$ cat src/rtl/core/grid_lod_index_generator_assert.svh
// ----------------------------------------------------------------------------
// Assertion macros for the grid LOD index generator
// Concurrent check wrappers, compiled out for synthesis.
// ----------------------------------------------------------------------------
`ifndef GRID_LOD_INDEX_GENERATOR_ASSERT_SVH
`define GRID_LOD_INDEX_GENERATOR_ASSERT_SVH

`ifndef SYNTHESIS

// check a property at every rising clock edge outside reset
`define GLOD_ASSERT(lbl, clk, rstn, prop, msg) \
    lbl: assert property (@(posedge clk) disable iff (!rstn) (prop)) else $error(msg);

// check a non-overlapping implication outside reset
`define GLOD_ASSERT_NEXT(lbl, clk, rstn, ante, cons, msg) \
    lbl: assert property (@(posedge clk) disable iff (!rstn) (ante) |=> (cons)) else $error(msg);

`else

`define GLOD_ASSERT(lbl, clk, rstn, prop, msg)
`define GLOD_ASSERT_NEXT(lbl, clk, rstn, ante, cons, msg)

`endif

`endif

$ cat src/rtl/core/glod_pkg.sv
// ----------------------------------------------------------------------------
// glod_pkg
// Shared types and constants of the grid LOD index generator.
// ----------------------------------------------------------------------------
package glod_pkg;

    localparam int unsigned MAX_SIZE_LOG2_DEF = 8;
    localparam int unsigned IDX_W             = 17;
    localparam int unsigned CFG_IDX_W         = 4;
    localparam int unsigned CFG_DATA_W        = 4;
    localparam int unsigned VTX_BORDER        = 3;
    localparam int unsigned QUAD_CORNERS      = 6;

    typedef enum logic [CFG_IDX_W-1:0] {
        CFG_BUFFER_KIND    = 4'd0,
        CFG_DETAIL_LEVEL   = 4'd1,
        CFG_GRID_SIZE_LOG2 = 4'd2,
        CFG_STRIPE_LOG2    = 4'd3
    } t_cfg_reg;

    typedef enum logic {
        KIND_PATCH = 1'b0,
        KIND_SKIRT = 1'b1
    } t_buffer_kind;

    // effective (saturated) walk configuration
    typedef struct packed {
        t_buffer_kind kind;
        logic [3:0]   size_log2;
        logic [3:0]   lod;
        logic [3:0]   stripe_w_log2;
    } t_walk_cfg;

    typedef struct packed {
        logic [IDX_W-1:0] vertex_index;
        logic             last_of_buffer;
    } t_result;

endpackage

$ cat src/rtl/core/glod_ifs.sv
// ----------------------------------------------------------------------------
// glod interfaces
// Valid/ready channels for restart input, index output and register writes.
// ----------------------------------------------------------------------------
interface glod_in_if;
    logic valid;
    logic ready;
    logic restart;

    modport source (output valid, output restart, input ready);
    modport sink   (input valid, input restart, output ready);
endinterface

interface glod_out_if import glod_pkg::*; ();
    logic             valid;
    logic             ready;
    logic [IDX_W-1:0] vertex_index;
    logic             last_of_buffer;

    modport source (output valid, output vertex_index, output last_of_buffer, input ready);
    modport sink   (input valid, input vertex_index, input last_of_buffer, output ready);
endinterface

interface glod_cfg_if import glod_pkg::*; ();
    logic                  valid;
    logic                  ready;
    logic [CFG_IDX_W-1:0]  index;
    logic [CFG_DATA_W-1:0] data;

    modport source (output valid, output index, output data, input ready);
    modport sink   (input valid, input index, input data, output ready);
endinterface

$ cat src/rtl/core/glod_cfg.sv
// ----------------------------------------------------------------------------
// glod_cfg
// Configuration registers, saturation of the effective walk parameters.
// ----------------------------------------------------------------------------
module glod_cfg import glod_pkg::*; #(
    parameter int unsigned MAX_SIZE_LOG2 = MAX_SIZE_LOG2_DEF
) (
    input  logic                  i_clk,
    input  logic                  i_rst_n,
    input  logic                  i_valid,
    output logic                  o_ready,
    input  logic [CFG_IDX_W-1:0]  i_index,
    input  logic [CFG_DATA_W-1:0] i_data,
    output t_walk_cfg             o_cfg,
    output logic                  o_restart
);

    t_buffer_kind r_kind;
    logic [3:0]   r_detail;
    logic [3:0]   r_size;
    logic [3:0]   r_stripe;
    logic         r_restart;

    logic [3:0] g_eff;
    logic [3:0] l_eff;
    logic [4:0] w_sum;

    assign o_ready = 1'b1;

    always_ff @(posedge i_clk) begin
        if (!i_rst_n) begin
            r_kind    <= KIND_PATCH;
            r_detail  <= 4'd0;
            r_size    <= 4'd6;
            r_stripe  <= 4'd3;
            r_restart <= 1'b0;
        end else begin
            r_restart <= 1'b0;
            if (i_valid) begin
                case (i_index)
                    CFG_BUFFER_KIND: begin
                        r_kind    <= t_buffer_kind'(i_data[0]);
                        r_restart <= 1'b1;
                    end
                    CFG_DETAIL_LEVEL: begin
                        r_detail  <= i_data;
                        r_restart <= 1'b1;
                    end
                    CFG_GRID_SIZE_LOG2: begin
                        r_size    <= i_data;
                        r_restart <= 1'b1;
                    end
                    CFG_STRIPE_LOG2: begin
                        r_stripe  <= i_data;
                        r_restart <= 1'b1;
                    end
                    default: begin
                        r_restart <= 1'b0;
                    end
                endcase
            end
        end
    end

    // saturate size, then detail, then stripe width
    always_comb begin
        g_eff = (r_size > 4'(MAX_SIZE_LOG2)) ? 4'(MAX_SIZE_LOG2) : r_size;
        l_eff = (r_detail > g_eff) ? g_eff : r_detail;
        w_sum = {1'b0, r_stripe} + {1'b0, l_eff};
        o_cfg.kind          = r_kind;
        o_cfg.size_log2     = g_eff;
        o_cfg.lod           = l_eff;
        o_cfg.stripe_w_log2 = (w_sum > {1'b0, g_eff}) ? g_eff : w_sum[3:0];
    end

    assign o_restart = r_restart;

endmodule

$ cat src/rtl/core/glod_walk.sv
// ----------------------------------------------------------------------------
// glod_walk
// Walk state, quad corner selection and vertex index arithmetic.
// ----------------------------------------------------------------------------
`include "grid_lod_index_generator_assert.svh"

module glod_walk import glod_pkg::*; #(
    parameter int unsigned MAX_SIZE_LOG2 = MAX_SIZE_LOG2_DEF
) (
    input  logic      i_clk,
    input  logic      i_rst_n,
    input  t_walk_cfg i_cfg,
    input  logic      i_cfg_restart,
    input  logic      i_accept,
    input  logic      i_restart,
    output t_result   o_res
);

    localparam int unsigned POS_W  = MAX_SIZE_LOG2 + 2;
    localparam int unsigned CNT_W  = MAX_SIZE_LOG2 + 1;
    localparam int unsigned PROD_W = (2 * MAX_SIZE_LOG2 + 4 > IDX_W) ?
                                     (2 * MAX_SIZE_LOG2 + 4) : IDX_W;

    logic [CNT_W-1:0] r_cnt;
    logic [POS_W-1:0] r_row;
    logic [POS_W-1:0] r_col;
    logic [2:0]       r_corner;

    logic [CNT_W-1:0] n_cnt;
    logic [POS_W-1:0] n_row;
    logic [POS_W-1:0] n_col;
    logic [2:0]       n_corner;

    logic             do_start;
    logic [POS_W-1:0] start_row;
    logic [CNT_W-1:0] cur_cnt;
    logic [POS_W-1:0] cur_row;
    logic [POS_W-1:0] cur_col;
    logic [2:0]       cur_corner;
    logic [2:0]       k;

    logic [POS_W-1:0] s_len;
    logic [POS_W-1:0] s_p1;
    logic [POS_W-1:0] d_step;
    logic [POS_W-1:0] dr;
    logic [POS_W-1:0] dc;
    logic [CNT_W-1:0] n_stripes;
    logic [CNT_W-1:0] cnt_p1;
    logic [CNT_W-1:0] cnt_wrap;
    logic [POS_W-1:0] stripe_end;
    logic [POS_W-1:0] stripe_base;
    logic [POS_W-1:0] row_d;
    logic [POS_W-1:0] col_d;
    logic             horiz;
    logic             last_quad;
    logic [POS_W-1:0] vr;
    logic [POS_W-1:0] vc;
    logic [PROD_W-1:0] prod;

    function automatic logic row_used(input logic [2:0] c);
        case (c)
            3'd1, 3'd2, 3'd3: row_used = 1'b1;
            default:          row_used = 1'b0;
        endcase
    endfunction

    function automatic logic col_used(input logic [2:0] c);
        case (c)
            3'd2, 3'd3, 3'd4: col_used = 1'b1;
            default:          col_used = 1'b0;
        endcase
    endfunction

    always_comb begin
        s_len     = POS_W'(1) << i_cfg.size_log2;
        s_p1      = s_len + POS_W'(1);
        d_step    = POS_W'(1) << i_cfg.lod;
        n_stripes = CNT_W'(s_len >> i_cfg.stripe_w_log2);

        // restart from a register write or from the item itself
        do_start  = i_cfg_restart || (i_accept && i_restart);
        start_row = (i_cfg.kind == KIND_SKIRT) ? POS_W'(0) : POS_W'(1);
        cur_cnt    = do_start ? CNT_W'(0) : r_cnt;
        cur_row    = do_start ? start_row : r_row;
        cur_col    = do_start ? POS_W'(1) : r_col;
        cur_corner = do_start ? 3'd0      : r_corner;
        k = (cur_corner < 3'(QUAD_CORNERS)) ? cur_corner : 3'd0;

        horiz = (cur_cnt < CNT_W'(2));
        if (i_cfg.kind == KIND_SKIRT) begin
            dr = horiz ? POS_W'(1) : d_step;
            dc = horiz ? d_step : POS_W'(1);
        end else begin
            dr = d_step;
            dc = d_step;
        end

        cnt_p1      = cur_cnt + CNT_W'(1);
        stripe_end  = (POS_W'(cnt_p1) << i_cfg.stripe_w_log2) + POS_W'(1);
        stripe_base = (POS_W'(cur_cnt) << i_cfg.stripe_w_log2) + POS_W'(1);
        row_d       = cur_row + d_step;
        col_d       = cur_col + d_step;

        if (i_cfg.kind == KIND_SKIRT) begin
            last_quad = (cur_cnt >= CNT_W'(3)) && (row_d >= s_p1);
        end else begin
            last_quad = (cnt_p1 >= n_stripes) && (row_d >= s_p1) && (col_d >= stripe_end);
        end

        // index = r * (size + 3) + c
        vr   = cur_row + (row_used(k) ? dr : POS_W'(0));
        vc   = cur_col + (col_used(k) ? dc : POS_W'(0));
        prod = (PROD_W'(vr) << i_cfg.size_log2) + PROD_W'(vr) * PROD_W'(VTX_BORDER)
             + PROD_W'(vc);
        o_res.vertex_index   = prod[IDX_W-1:0];
        o_res.last_of_buffer = last_quad && (k == 3'(QUAD_CORNERS - 1));
    end

    // next walk position
    always_comb begin
        n_cnt    = cur_cnt;
        n_row    = cur_row;
        n_col    = cur_col;
        n_corner = 3'd0;
        cnt_wrap = cnt_p1;
        if (!i_accept) begin
            // register write without an item: hold the start position
            n_corner = cur_corner;
        end else if (k < 3'(QUAD_CORNERS - 1)) begin
            n_corner = k + 3'd1;
        end else if (last_quad) begin
            n_cnt = CNT_W'(0);
            n_row = start_row;
            n_col = POS_W'(1);
        end else if (i_cfg.kind == KIND_SKIRT) begin
            if (horiz) begin
                n_col = col_d;
            end else begin
                n_row = row_d;
            end
            if ((horiz && col_d >= s_p1) || (!horiz && row_d >= s_p1)) begin
                cnt_wrap = (cnt_p1 >= CNT_W'(4)) ? CNT_W'(0) : cnt_p1;
                n_cnt    = cnt_wrap;
                case (cnt_wrap[1:0])
                    2'd0: begin
                        n_row = POS_W'(0);
                        n_col = POS_W'(1);
                    end
                    2'd1: begin
                        n_row = s_p1;
                        n_col = POS_W'(1);
                    end
                    2'd2: begin
                        n_row = POS_W'(1);
                        n_col = POS_W'(0);
                    end
                    default: begin
                        n_row = POS_W'(1);
                        n_col = s_p1;
                    end
                endcase
            end
        end else begin
            n_col = col_d;
            if (col_d >= stripe_end) begin
                n_col = stripe_base;
                n_row = row_d;
                if (row_d >= s_p1) begin
                    n_row    = POS_W'(1);
                    cnt_wrap = (cnt_p1 >= n_stripes) ? CNT_W'(0) : cnt_p1;
                    n_cnt    = cnt_wrap;
                    n_col    = (POS_W'(cnt_wrap) << i_cfg.stripe_w_log2) + POS_W'(1);
                end
            end
        end
    end

    always_ff @(posedge i_clk) begin
        if (!i_rst_n) begin
            r_cnt    <= '0;
            r_row    <= POS_W'(1);
            r_col    <= POS_W'(1);
            r_corner <= 3'd0;
        end else if (i_accept || i_cfg_restart) begin
            r_cnt    <= n_cnt;
            r_row    <= n_row;
            r_col    <= n_col;
            r_corner <= n_corner;
        end
    end

    `GLOD_ASSERT(a_corner_range, i_clk, i_rst_n, r_corner < 3'(QUAD_CORNERS), "corner step out of range")
    `GLOD_ASSERT_NEXT(a_cfg_restart, i_clk, i_rst_n, i_cfg_restart && !i_accept, r_corner == 3'd0 && r_cnt == '0 && r_col == POS_W'(1), "register write did not restart the walk")
    `GLOD_ASSERT_NEXT(a_wrap_after_last, i_clk, i_rst_n, i_accept && o_res.last_of_buffer, r_corner == 3'd0 && r_cnt == '0, "walk did not wrap after last index")

endmodule

$ cat src/rtl/core/glod_out.sv
// ----------------------------------------------------------------------------
// glod_out
// Two-entry output buffer: result register plus skid register.
// ----------------------------------------------------------------------------
`include "grid_lod_index_generator_assert.svh"

module glod_out import glod_pkg::*; (
    input  logic    i_clk,
    input  logic    i_rst_n,
    input  logic    i_push,
    input  t_result i_res,
    output logic    o_ready,
    output logic    o_valid,
    input  logic    i_ready,
    output t_result o_res
);

    logic    r_main_v;
    logic    r_skid_v;
    t_result r_main;
    t_result r_skid;
    logic    take;

    assign take    = r_main_v && i_ready;
    assign o_ready = !r_skid_v;
    assign o_valid = r_main_v;
    assign o_res   = r_main;

    always_ff @(posedge i_clk) begin
        if (!i_rst_n) begin
            r_main_v <= 1'b0;
            r_skid_v <= 1'b0;
        end else if (take) begin
            if (r_skid_v) begin
                r_skid_v <= 1'b0;
            end else begin
                r_main_v <= i_push;
            end
        end else if (i_push) begin
            if (r_main_v) begin
                r_skid_v <= 1'b1;
            end else begin
                r_main_v <= 1'b1;
            end
        end
    end

    always_ff @(posedge i_clk) begin
        if (take) begin
            r_main <= r_skid_v ? r_skid : i_res;
        end else if (i_push && !r_main_v) begin
            r_main <= i_res;
        end
        if (i_push && r_main_v && !take) begin
            r_skid <= i_res;
        end
    end

    `GLOD_ASSERT(a_skid_implies_main, i_clk, i_rst_n, !r_skid_v || r_main_v, "skid entry without result entry")
    `GLOD_ASSERT_NEXT(a_main_held, i_clk, i_rst_n, r_main_v && !take, r_main_v, "pending result dropped")
    `GLOD_ASSERT_NEXT(a_skid_fill, i_clk, i_rst_n, i_push && r_main_v && !take, r_skid_v, "stalled transfer not captured")

endmodule

$ cat src/rtl/core/grid_lod_index_generator.sv
// ----------------------------------------------------------------------------
// grid_lod_index_generator
// A result is registered into the output buffer on its input transfer.
// Throughput: one index per cycle unless the skid entry is full, set by the
// walk update and the two-entry output buffer that keeps input open.
// Reset (synchronous, active low): registers to defaults, walk at patch start.
// ----------------------------------------------------------------------------
module grid_lod_index_generator import glod_pkg::*; #(
    parameter int unsigned MAX_SIZE_LOG2 = MAX_SIZE_LOG2_DEF
) (
    input  logic            i_clk,
    input  logic            i_rst_n,
    glod_in_if.sink         i_in,
    glod_out_if.source      o_out,
    glod_cfg_if.sink        i_cfg
);

    t_walk_cfg walk_cfg;
    logic      cfg_restart;
    logic      in_accept;
    t_result   walk_res;
    t_result   out_res;

    // Register bank: a write to a listed register also flags a walk restart,
    // which the walker applies on the following cycle with the new settings.
    glod_cfg #(
        .MAX_SIZE_LOG2 (MAX_SIZE_LOG2)
    ) u_cfg (
        .i_clk     (i_clk),
        .i_rst_n   (i_rst_n),
        .i_valid   (i_cfg.valid),
        .o_ready   (i_cfg.ready),
        .i_index   (i_cfg.index),
        .i_data    (i_cfg.data),
        .o_cfg     (walk_cfg),
        .o_restart (cfg_restart)
    );

    // An input transfer computes the current index from the walk state and
    // advances the state in the same cycle.
    assign in_accept = i_in.valid && i_in.ready;

    glod_walk #(
        .MAX_SIZE_LOG2 (MAX_SIZE_LOG2)
    ) u_walk (
        .i_clk         (i_clk),
        .i_rst_n       (i_rst_n),
        .i_cfg         (walk_cfg),
        .i_cfg_restart (cfg_restart),
        .i_accept      (in_accept),
        .i_restart     (i_in.restart),
        .o_res         (walk_res)
    );

    // Output buffer: hold the result until its transfer; the skid entry
    // absorbs one more index so input stays open during an output stall.
    glod_out u_out (
        .i_clk   (i_clk),
        .i_rst_n (i_rst_n),
        .i_push  (in_accept),
        .i_res   (walk_res),
        .o_ready (i_in.ready),
        .o_valid (o_out.valid),
        .i_ready (o_out.ready),
        .o_res   (out_res)
    );

    assign o_out.vertex_index   = out_res.vertex_index;
    assign o_out.last_of_buffer = out_res.last_of_buffer;

endmodule

$ cat src/flat_wrapper.sv
// flat-port wrapper written by rule: the top's interface ports become plain ports
module grid_lod_index_generator_flat import glod_pkg::*;
#(
    parameter int unsigned MAX_SIZE_LOG2 = MAX_SIZE_LOG2_DEF
)
  (i_clk, i_rst_n, i_in_valid, i_in_restart, i_in_ready, o_out_valid, o_out_vertex_index, o_out_last_of_buffer, o_out_ready, i_cfg_valid, i_cfg_index, i_cfg_data, i_cfg_ready);
  glod_in_if i_in_i ();
  glod_out_if o_out_i ();
  glod_cfg_if i_cfg_i ();
  input  logic i_clk;
  input  logic i_rst_n;
  input wire logic [$bits(i_in_i.valid)-1:0] i_in_valid;
  input wire logic [$bits(i_in_i.restart)-1:0] i_in_restart;
  output wire logic [$bits(i_in_i.ready)-1:0] i_in_ready;
  output wire logic [$bits(o_out_i.valid)-1:0] o_out_valid;
  output wire logic [$bits(o_out_i.vertex_index)-1:0] o_out_vertex_index;
  output wire logic [$bits(o_out_i.last_of_buffer)-1:0] o_out_last_of_buffer;
  input wire logic [$bits(o_out_i.ready)-1:0] o_out_ready;
  input wire logic [$bits(i_cfg_i.valid)-1:0] i_cfg_valid;
  input wire logic [$bits(i_cfg_i.index)-1:0] i_cfg_index;
  input wire logic [$bits(i_cfg_i.data)-1:0] i_cfg_data;
  output wire logic [$bits(i_cfg_i.ready)-1:0] i_cfg_ready;
  assign i_in_i.valid = i_in_valid;
  assign i_in_i.restart = i_in_restart;
  assign i_in_ready = i_in_i.ready;
  assign o_out_valid = o_out_i.valid;
  assign o_out_vertex_index = o_out_i.vertex_index;
  assign o_out_last_of_buffer = o_out_i.last_of_buffer;
  assign o_out_i.ready = o_out_ready;
  assign i_cfg_i.valid = i_cfg_valid;
  assign i_cfg_i.index = i_cfg_index;
  assign i_cfg_i.data = i_cfg_data;
  assign i_cfg_ready = i_cfg_i.ready;
  grid_lod_index_generator #(.MAX_SIZE_LOG2(MAX_SIZE_LOG2)) u_core (.i_clk(i_clk), .i_rst_n(i_rst_n), .i_in(i_in_i), .o_out(o_out_i), .i_cfg(i_cfg_i));
endmodule
$ cat config.mk
export PLATFORM = sky130hd
export DESIGN_NAME = grid_lod_index_generator_flat
export DESIGN_NICKNAME = d
export VERILOG_FILES = /design/src/rtl/core/glod_pkg.sv /design/src/rtl/core/glod_ifs.sv /design/src/rtl/core/glod_cfg.sv /design/src/rtl/core/glod_walk.sv /design/src/rtl/core/glod_out.sv /design/src/rtl/core/grid_lod_index_generator.sv /design/src/flat_wrapper.sv
export VERILOG_INCLUDE_DIRS = /design/src /design/src/rtl/core
export SDC_FILE = /design/constraint.sdc
export NUM_CORES = 1
export LEC_CHECK = 0
export BUFFER_PORTS_ARGS = -buffer_cell sky130_fd_sc_hd__buf_2
export CAP_MARGIN = 20
export CELL_PAD_IN_SITES_DETAIL_PLACEMENT = 1
export CELL_PAD_IN_SITES_GLOBAL_PLACEMENT = 1
export CORE_ASPECT_RATIO = 0.75
export CORE_UTILIZATION = 30
export CTS_BUF_LIST = sky130_fd_sc_hd__clkbuf_4 sky130_fd_sc_hd__clkbuf_8 sky130_fd_sc_hd__clkbuf_16
export CTS_CLUSTER_DIAMETER = 30
export DETAILED_ROUTE_END_ITERATION = 6
export PLACE_DENSITY_LB_ADDON = 0.1
export SYNTH_ARGS = -nofsm -noshare
export SYNTH_HDL_FRONTEND = slang
export SYNTH_SLANG_ARGS = --single-unit
export TNS_END_PERCENT = 1
$ cat constraint.sdc
create_clock -name i_clk -period 8.5 [get_ports i_clk]
set_input_delay 0.85 -clock i_clk [delete_from_list [all_inputs] [get_ports i_clk]]
set_output_delay 0.85 -clock i_clk [all_outputs]
set_load 0.005 [all_outputs]
==> flow_summary_export.csv, run 1 <==
group,metric,value,unit
yosys,synth_edf_count,36,
floorplanning,die_y,166,um
yosys,yosysWarnings,0,
layout,drive_gt1_frac,0.149,
drt,dr.pass1.iters,7,
flow_run,maxCapViolCount,0,
yosys,synthFlopType,"dfxtp_1",
yosys,synth_area_leaders,"ha_1, edfxtp_1, dfxtp_1",
setup_path,end_kind,"flip-flop",
drt,vias,10900,
clocking,root_buffer,"clkbuf_16",
clocking,numCtsBuffers,9,
timing,maxSlewViolCount,0,
yosys,syn_inst,1397,
drt,drtIter0Drc,726,
clocking,path_clk_slew,80,ps
layout,antennaDiodeCount,0,
setup_path,cp_slowest_cell,"fa_1",
timing,slew_headroom,0.253,
setup_path,worstSetupPathType,"flip-flop to flip-flop",
clocking,tritoncts,"yes",
setup_path,crit_required,8810,ps
global_route,grt.overflow.total,0,
yosys,synth-seq-area-share,0.191,
setup_path,cp_top_family,"compound AO/OA/AOI/OAI gates",
clocking,clockBufferDepth,2,
yosys,synth-async-reset-ratio,0,
setup_path,arrival,8400,ps
outcome,violations,"design-rule violations",
timing,finalHoldViolCount,0,
setup_path,slowest_delay,540,ps
power_and_ir_drop,ir_drop,96.6,uV
setup_path,path_buf_inv,5,
drt,wl_per_cell,22.8,um
drt,ant_nets,0,
yosys,avgSynthCellArea,7.66,um2
power_and_ir_drop,power_density,118,nW/um2
timing,worst_pin_slew,1120,ps
clocking,h-tree-depth,3,
floorplanning,die_area,36500,um2
floorplanning,initial_core_util,0.307,
clocking,ctsHoldBuffers,0,
timing,finalCritPeriodShare,0.951,
timing,setup-tns-final,0,ps
power_and_ir_drop,p_leak,5.63,nW
clocking,insertion_delay,380,ps
drt,via_per_inst,5.61,
yosys,synth_cell_types,86,
placement,io_buffers,33,
global_route,grt_pass1_wl,67700,um
timing,fin_crit,8080,ps
yosys,yosysTopAreaCellShare,0.134,
global_route,grt_pass1_vias,10800,
timing,fmax,124,MHz
floorplanning,pin_count,35,
floorplanning,coreArea,34900,um2
setup_path,critical_path.max_fanout,10,
layout,num-nets-final,1628,
yosys,ys_seq_elements,84,
hold_path,hold_class,"flip-flop to flip-flop",
layout,utilization,0.355,
timing,setup_viol,0,
floorplanning,die_w,220,um
yosys,post-synth-top-area-cell,"ha_1",
outcome,status,"finished, violations left",
global_route,grt_max_degree,37,
global_route,grtUsageTotal,0.247,
floorplanning,fp-row-count,59,
timing,finClkSkew,13.5,ps
drt,wl,44200,um
setup_path,regToRegSetupSlack,420,ps
drt,drc,4,
global_route,antenna_found_initial,1,
clocking,clock_sinks,84,
layout,area_growth,15.7,%
placement,gp_congestion,0.883,
placement,dpl.hpwl,35600,um
setup_path,start_kind,"flip-flop",
yosys,netlist_area,10700,um2
-- area by class of cell --
| class | count | area (um2) |
|---|---|---|
| tap | 457 | 572 |
| clock inverter | 7 | 81.3 |
| fill | 4258 | 22500 |
| inverter | 89 | 334 |
| sequential | 84 | 2040 |
| timing repair buffer | 122 | 848 |
| clock buffer | 9 | 225 |
| multi-input combinational | 1169 | 8290 |
-- registers in the layout, summed over array words and instances (netlist names) --
signal,cells
u_core.u_out.o_valid,1
u_core.u_cfg.r_stripe,4
u_core.u_out.o_res,18
u_core.u_walk.r_corner,3
u_core.u_cfg.r_detail,4
u_core.u_out.r_skid,18
u_core.u_cfg.r_size,4
u_core.u_out.r_skid_v,1
u_core.u_cfg.r_kind,1
u_core.u_walk.r_row,10
u_core.u_walk.r_col,10
u_core.u_walk.r_cnt,9
u_core.u_cfg.o_restart,1
-- report_power, final --
part | switching [mW] | internal, mW | total (mW)
clock network | 0.210 | 0.234 | 0.443
logic | 0.368 | 0.200 | 0.568
registers | 0.00730 | 0.445 | 0.452
-- metrics by stage --
step | setup slack [ps] | hold slack (ps) | cell area, um2 | instances | power [mW]
2_1_floorplan | 88.0 | 417 | 10700 | 1399 | 0.797
3_3_place_gp | 142 | 432 | 11900 | 1916 | 0.992
3_5_place_dp | -90.0 | 435 | 11900 | 1916 | 0.994
4_1_cts | 1.28 | 453 | 12200 | 1932 | 1.45
5_1_grt | -84.7 | 490 | 12400 | 1937 | 1.55
6_report | 417 | 457 | 12400 | 1937 | 1.46
-- layout by cell type, fill, tap and decap left out, types with 7 or more instances in the layout --
cell type  synthesis  final
a32oi_1            7      7
inv_1             88     88
o21a_1            15     15
and2_1            10      9
xnor2_1           49     46
mux2_2            15     15
buf_2              5     33
and3_1            26     26
o22ai_1           17     16
nand2_1          178    174
o31ai_1           10     10
or3_1              7      7
edfxtp_1          36     36
nor2_1           143    138
a31oi_1           22     22
nor2b_1           26     26
nand2b_1          19     19
clkbuf_16          0      9
o21ai_1            4      8
nand3_1           29     28
xor2_1            15     15
mux2i_1           46     46
o211ai_1          10     10
fa_1              24     24
o21ai_0           65     55
buf_4              1     86
a21o_1            21     21
o21bai_1          11     11
a21oi_2            4     10
nor3_1            37     35
nand4_1            8      8
a21oi_1          106    100
a211oi_1          11      9
a22oi_1            7      7
ha_1             115    114
dfxtp_1           48     48
-- worst paths after layout --
path,start,end,depth (start not counted)
worst max-delay path,u_core.u_cfg.r_size[3],u_core.u_walk.r_col[9],38
worst min-delay path,u_core.u_walk.r_row[4],u_core.u_walk.r_row[4],2
worst max register to register,u_core.u_cfg.r_size[3],u_core.u_walk.r_col[9],38
worst min register to register,u_core.u_walk.r_row[4],u_core.u_walk.r_row[4],2
-- routing by layer --
metal,share of wire,GRT usage,up-vias
met1,0.54,0.397,5362
met4,0.010,0.0399,0
met5,0,0,-
met2,0.39,0.334,285
li1,-,-,5183
met3,0.062,0.0470,30
-- timing repair --
action | in CTS | in global routing
gates resized for setup | 4 | 47
buffers inserted | 0 | 3
endpoints found under the setup margin | 2 | 41
cloned | 0 | 1
pin swaps | 0 | 5
-- synthesized netlist by cell type, drive strengths merged, types with 4 or more instances --
library cell and number:
nand3b 7, and3 26, mux2i 46, a21o 21, mux2 15, ha 115
clkbuf 43, o41ai 5, xor2 15, nor2b 26, or3 7, nor3b 4
nand2 179, and2 10, edfxtp 36, a211oi 11, o221ai 5, nand2b 19
o22ai 17, o211ai 12, dfxtp 48, a221oi 6, nor2 144, nor3 38
a31oi 22, o31ai 11, inv 88, a32oi 7, xnor2 49, or2 6
a22oi 7, fa 24, a32o 6, a31o 5, o21ai 69, o21bai 11
buf 15, o21a 15, nand3 29, a21boi 5, a21oi 110, nand4 8
a22o 4, nor4 4
-- cells by family after synthesis --
kind of cell | Yosys count | synth area share
AO/OA/AOI/OAI | 377 | 0.232
AND/OR/NAND/NOR | 522 | 0.229
buffers and inverters | 147 | 0.0532
adder cells (fa/ha/maj) | 139 | 0.179
XOR/XNOR | 64 | 0.0523
flip-flops | 84 | 0.191
other | 1 | 0.000350
multiplexers | 63 | 0.0630
-- worst min-delay path: cells and delay by family, from the launching register on --
kind | cells | cell delay [ps]
AO/OA/AOI/OAI | 1 | 60
AND/OR/NAND/NOR | 1 | 50
flip-flops | 1 | 330
Power figures use the tool's default switching activity.
==> run 2: changes to the inputs <==
SYNTH_HIERARCHICAL = 1   (was not set)
==> flow_summary_export.csv, run 2 <==
group,metric,value,unit
clocking,clockBufferDepth,2,
drt,ant_nets,0,
placement,place_inst,1920,
yosys,netlist_area,11200,um2
layout,area_growth,12.1,%
placement,io_buffers,33,
power_and_ir_drop,power_density,110,nW/um2
setup_path,rr_worst_depth,36,
setup_path,path_buf_inv,2,
drt,dr.pass1.iters,5,
global_route,grt.overflow.total,0,
drt,vias,10800,
power_and_ir_drop,p_leak,5.40,nW
setup_path,cpMostUsedCell,"ha_1",
drt,via_per_inst,5.57,
layout,mostFrequentLayoutCell,"nand2_1",
yosys,post-synth-top-area-cell,"ha_1",
clocking,tritoncts,"yes",
hold_path,hold_depth,2,
floorplanning,initial_core_util,0.308,
flow_run,maxCapViolCount,0,
setup_path,regToRegSetupSlack,410,ps
clocking,h-tree-depth,3,
setup_path,rr_endpoint,"u_core/u_walk/r_col[8]",
power_and_ir_drop,ir_drop,74.7,uV
drt,wl,44600,um
clocking,clock_sinks,84,
layout,num-nets-final,1598,
hold_path,hp-start,"u_core/u_walk/r_row[5]",
timing,fmax,124,MHz
layout,drive_gt1_frac,0.152,
yosys,avgSynthCellArea,7.96,um2
global_route,grt_pass1_wl,68000,um
timing,worst_pin_slew,1020,ps
yosys,yosysWarnings,6,
global_route,antenna_found_initial,2,
floorplanning,coreArea,36300,um2
yosys,synth_common_cells,"nand2_1, nor2_1, ha_1",
timing,finalCritPeriodShare,0.952,
setup_path,start_kind,"flip-flop",
setup_path,critical_path.max_fanout,20,
clocking,path_clk_slew,70,ps
yosys,synth_nets,1559,
layout,antennaDiodeCount,0,
clocking,numCtsBuffers,9,
global_route,grt_max_degree,31,
yosys,yosysTopAreaCellShare,0.131,
power_and_ir_drop,finalPower,1.39,mW
setup_path,rr_startpoint,"u_core/u_cfg/r_size[3]",
placement,dpl.hpwl,35700,um
yosys,synth_area_leaders,"ha_1, edfxtp_1, dfxtp_1",
timing,fin_crit,8090,ps
global_route,grt_pass1_vias,10800,
yosys,synth-seq-area-share,0.182,
timing,grt_setup_unrepaired,"yes",
yosys,synth-async-reset-ratio,0,
clocking,insertion_delay,370,ps
layout,final_area,12600,um2
placement,gp_congestion,0.918,
setup_path,cp_top_family,"compound AO/OA/AOI/OAI gates",
setup_path,worstSetupPathType,"flip-flop to flip-flop",
timing,finalHoldViolCount,0,
outcome,status,"finished, final reports clean",
floorplanning,die_y,169,um
setup_path,arrival,8300,ps
yosys,synthFlopType,"dfxtp_1",
timing,slew_headroom,0.319,
timing,finClkSkew,12.3,ps
timing,maxSlewViolCount,0,
floorplanning,die_w,225,um
setup_path,cp_slowest_cell,"a311o_4",
layout,final_cell_mix,"nand2_1, ha_1, nor2_1",
setup_path,crit_required,8710,ps
floorplanning,pin_count,35,
global_route,grtUsageTotal,0.237,
placement,placedInstanceArea,12000,um2
yosys,synth.most_common_cell,"nand2_1",
setup_path,end_kind,"flip-flop",
layout,utilization,0.346,
clocking,root_buffer,"clkbuf_16",
floorplanning,die_area,38100,um2
timing,setup_viol,0,
hold_path,hold_end,"u_core/u_walk/r_row[5]",
yosys,ys_seq_elements,84,
yosys,synth_cell_types,98,
yosys,synth_edf_count,36,
drt,wl_per_cell,22.9,um
setup_path,slowest_delay,480,ps
drt,drtIter0Drc,806,
hold_path,hold_class,"flip-flop to flip-flop",
yosys,syn_inst,1407,
clocking,ctsHoldBuffers,0,
floorplanning,fp-row-count,60,
layout,stdcell_count,1947,
drt,drc,0,
[run 2: cell types whose count changed after synthesis, sizes merged, moves of 13 or more]
cell   delta
a31oi    -13
inv      +20
nor2     -22
mux2i    -15
mux2     +17
and3     -17
buf      +15
nand2    -36
[run 2: per-stage QoR]
step	TNS [ps]	setup slack, ps	hold slack, ps
after CTS	0	75.6	453
after global routing	-175	-87.7	471
after global placement	0	127	437
after detailed placement	0	33.3	442
after floorplan	0	117	427
final	0	407	454
[run 2: final cells by class]
class                           instances  area, um2
Fill cell                            4440      23800
Multi-Input combinational cell       1143       8500
Sequential cell                        84       2040
Timing Repair Buffer                  100        707
Tap cell                              496        621
Inverter                              108        405
Clock buffer                            9        225
Clock inverter                          7       51.3
[run 2: kinds of logic after synthesis]
logic type,Yosys count,share of synthesized area
muxes,65,0.0686
buffers and inverters,180,0.0696
xor gates and xnor gates,65,0.0508
and+or+nand+nor,475,0.209
other,1,0.000335
adders and majority gates,138,0.168
DFF,84,0.182
AOI/OAI and AO/OA,399,0.251
[run 2: routing by layer]
| metal | GRT usage | part of all wire |
|---|---|---|
| met1 | 0.367 | 0.53 |
| met2 | 0.343 | 0.41 |
| met3 | 0.0445 | 0.058 |
| met4 | 0.0293 | 0.0079 |
| met5 | 0 | 0 |
[run 2: worst register-to-register path: cells and delay by family, from the launching register on]
kind / cells / cell delay, ps
adders and majority gates: 6 / 1740
DFF: 1 / 370
muxes: 3 / 990
and+or+nand+nor: 10 / 1530
xor gates and xnor gates: 1 / 170
buffers and inverters: 2 / 250
AOI/OAI and AO/OA: 14 / 2890
[run 2: worst max path at each step]
stage | endpoint | slack [ps] | cells after the start | start
final | u_core/u_walk/r_col[8] | 410 | 36 | u_core/u_cfg/r_size[3]
after global routing | u_core/u_walk/r_col[8] | -90 | 39 | u_core/u_cfg/r_size[3]
after CTS | u_core/u_walk/r_col[8] | 80 | 37 | u_core/u_cfg/r_size[3]
after detailed placement | u_core/u_walk/r_col[8] | 30 | 35 | u_core/u_cfg/r_size[3]
after global placement | u_core/u_walk/r_col[8] | 130 | 36 | u_core/u_cfg/r_size[3]
after floorplan | u_core/u_walk/r_col[8] | 120 | 37 | u_core/u_cfg/r_size[3]
[run 2: what timing repair did]
| item | CTS | global route |
|---|---|---|
| gates resized for setup | 1 | 35 |
| buffers inserted | 0 | 8 |
| endpoints found under the setup margin | 1 | 37 |
| pin swaps | 0 | 5 |
[run 2: report_power, final]
group          internal [mW]  switching (mW)
clock                  0.199           0.197
combinational          0.192           0.345
sequential             0.445         0.00650
total                  0.837           0.549
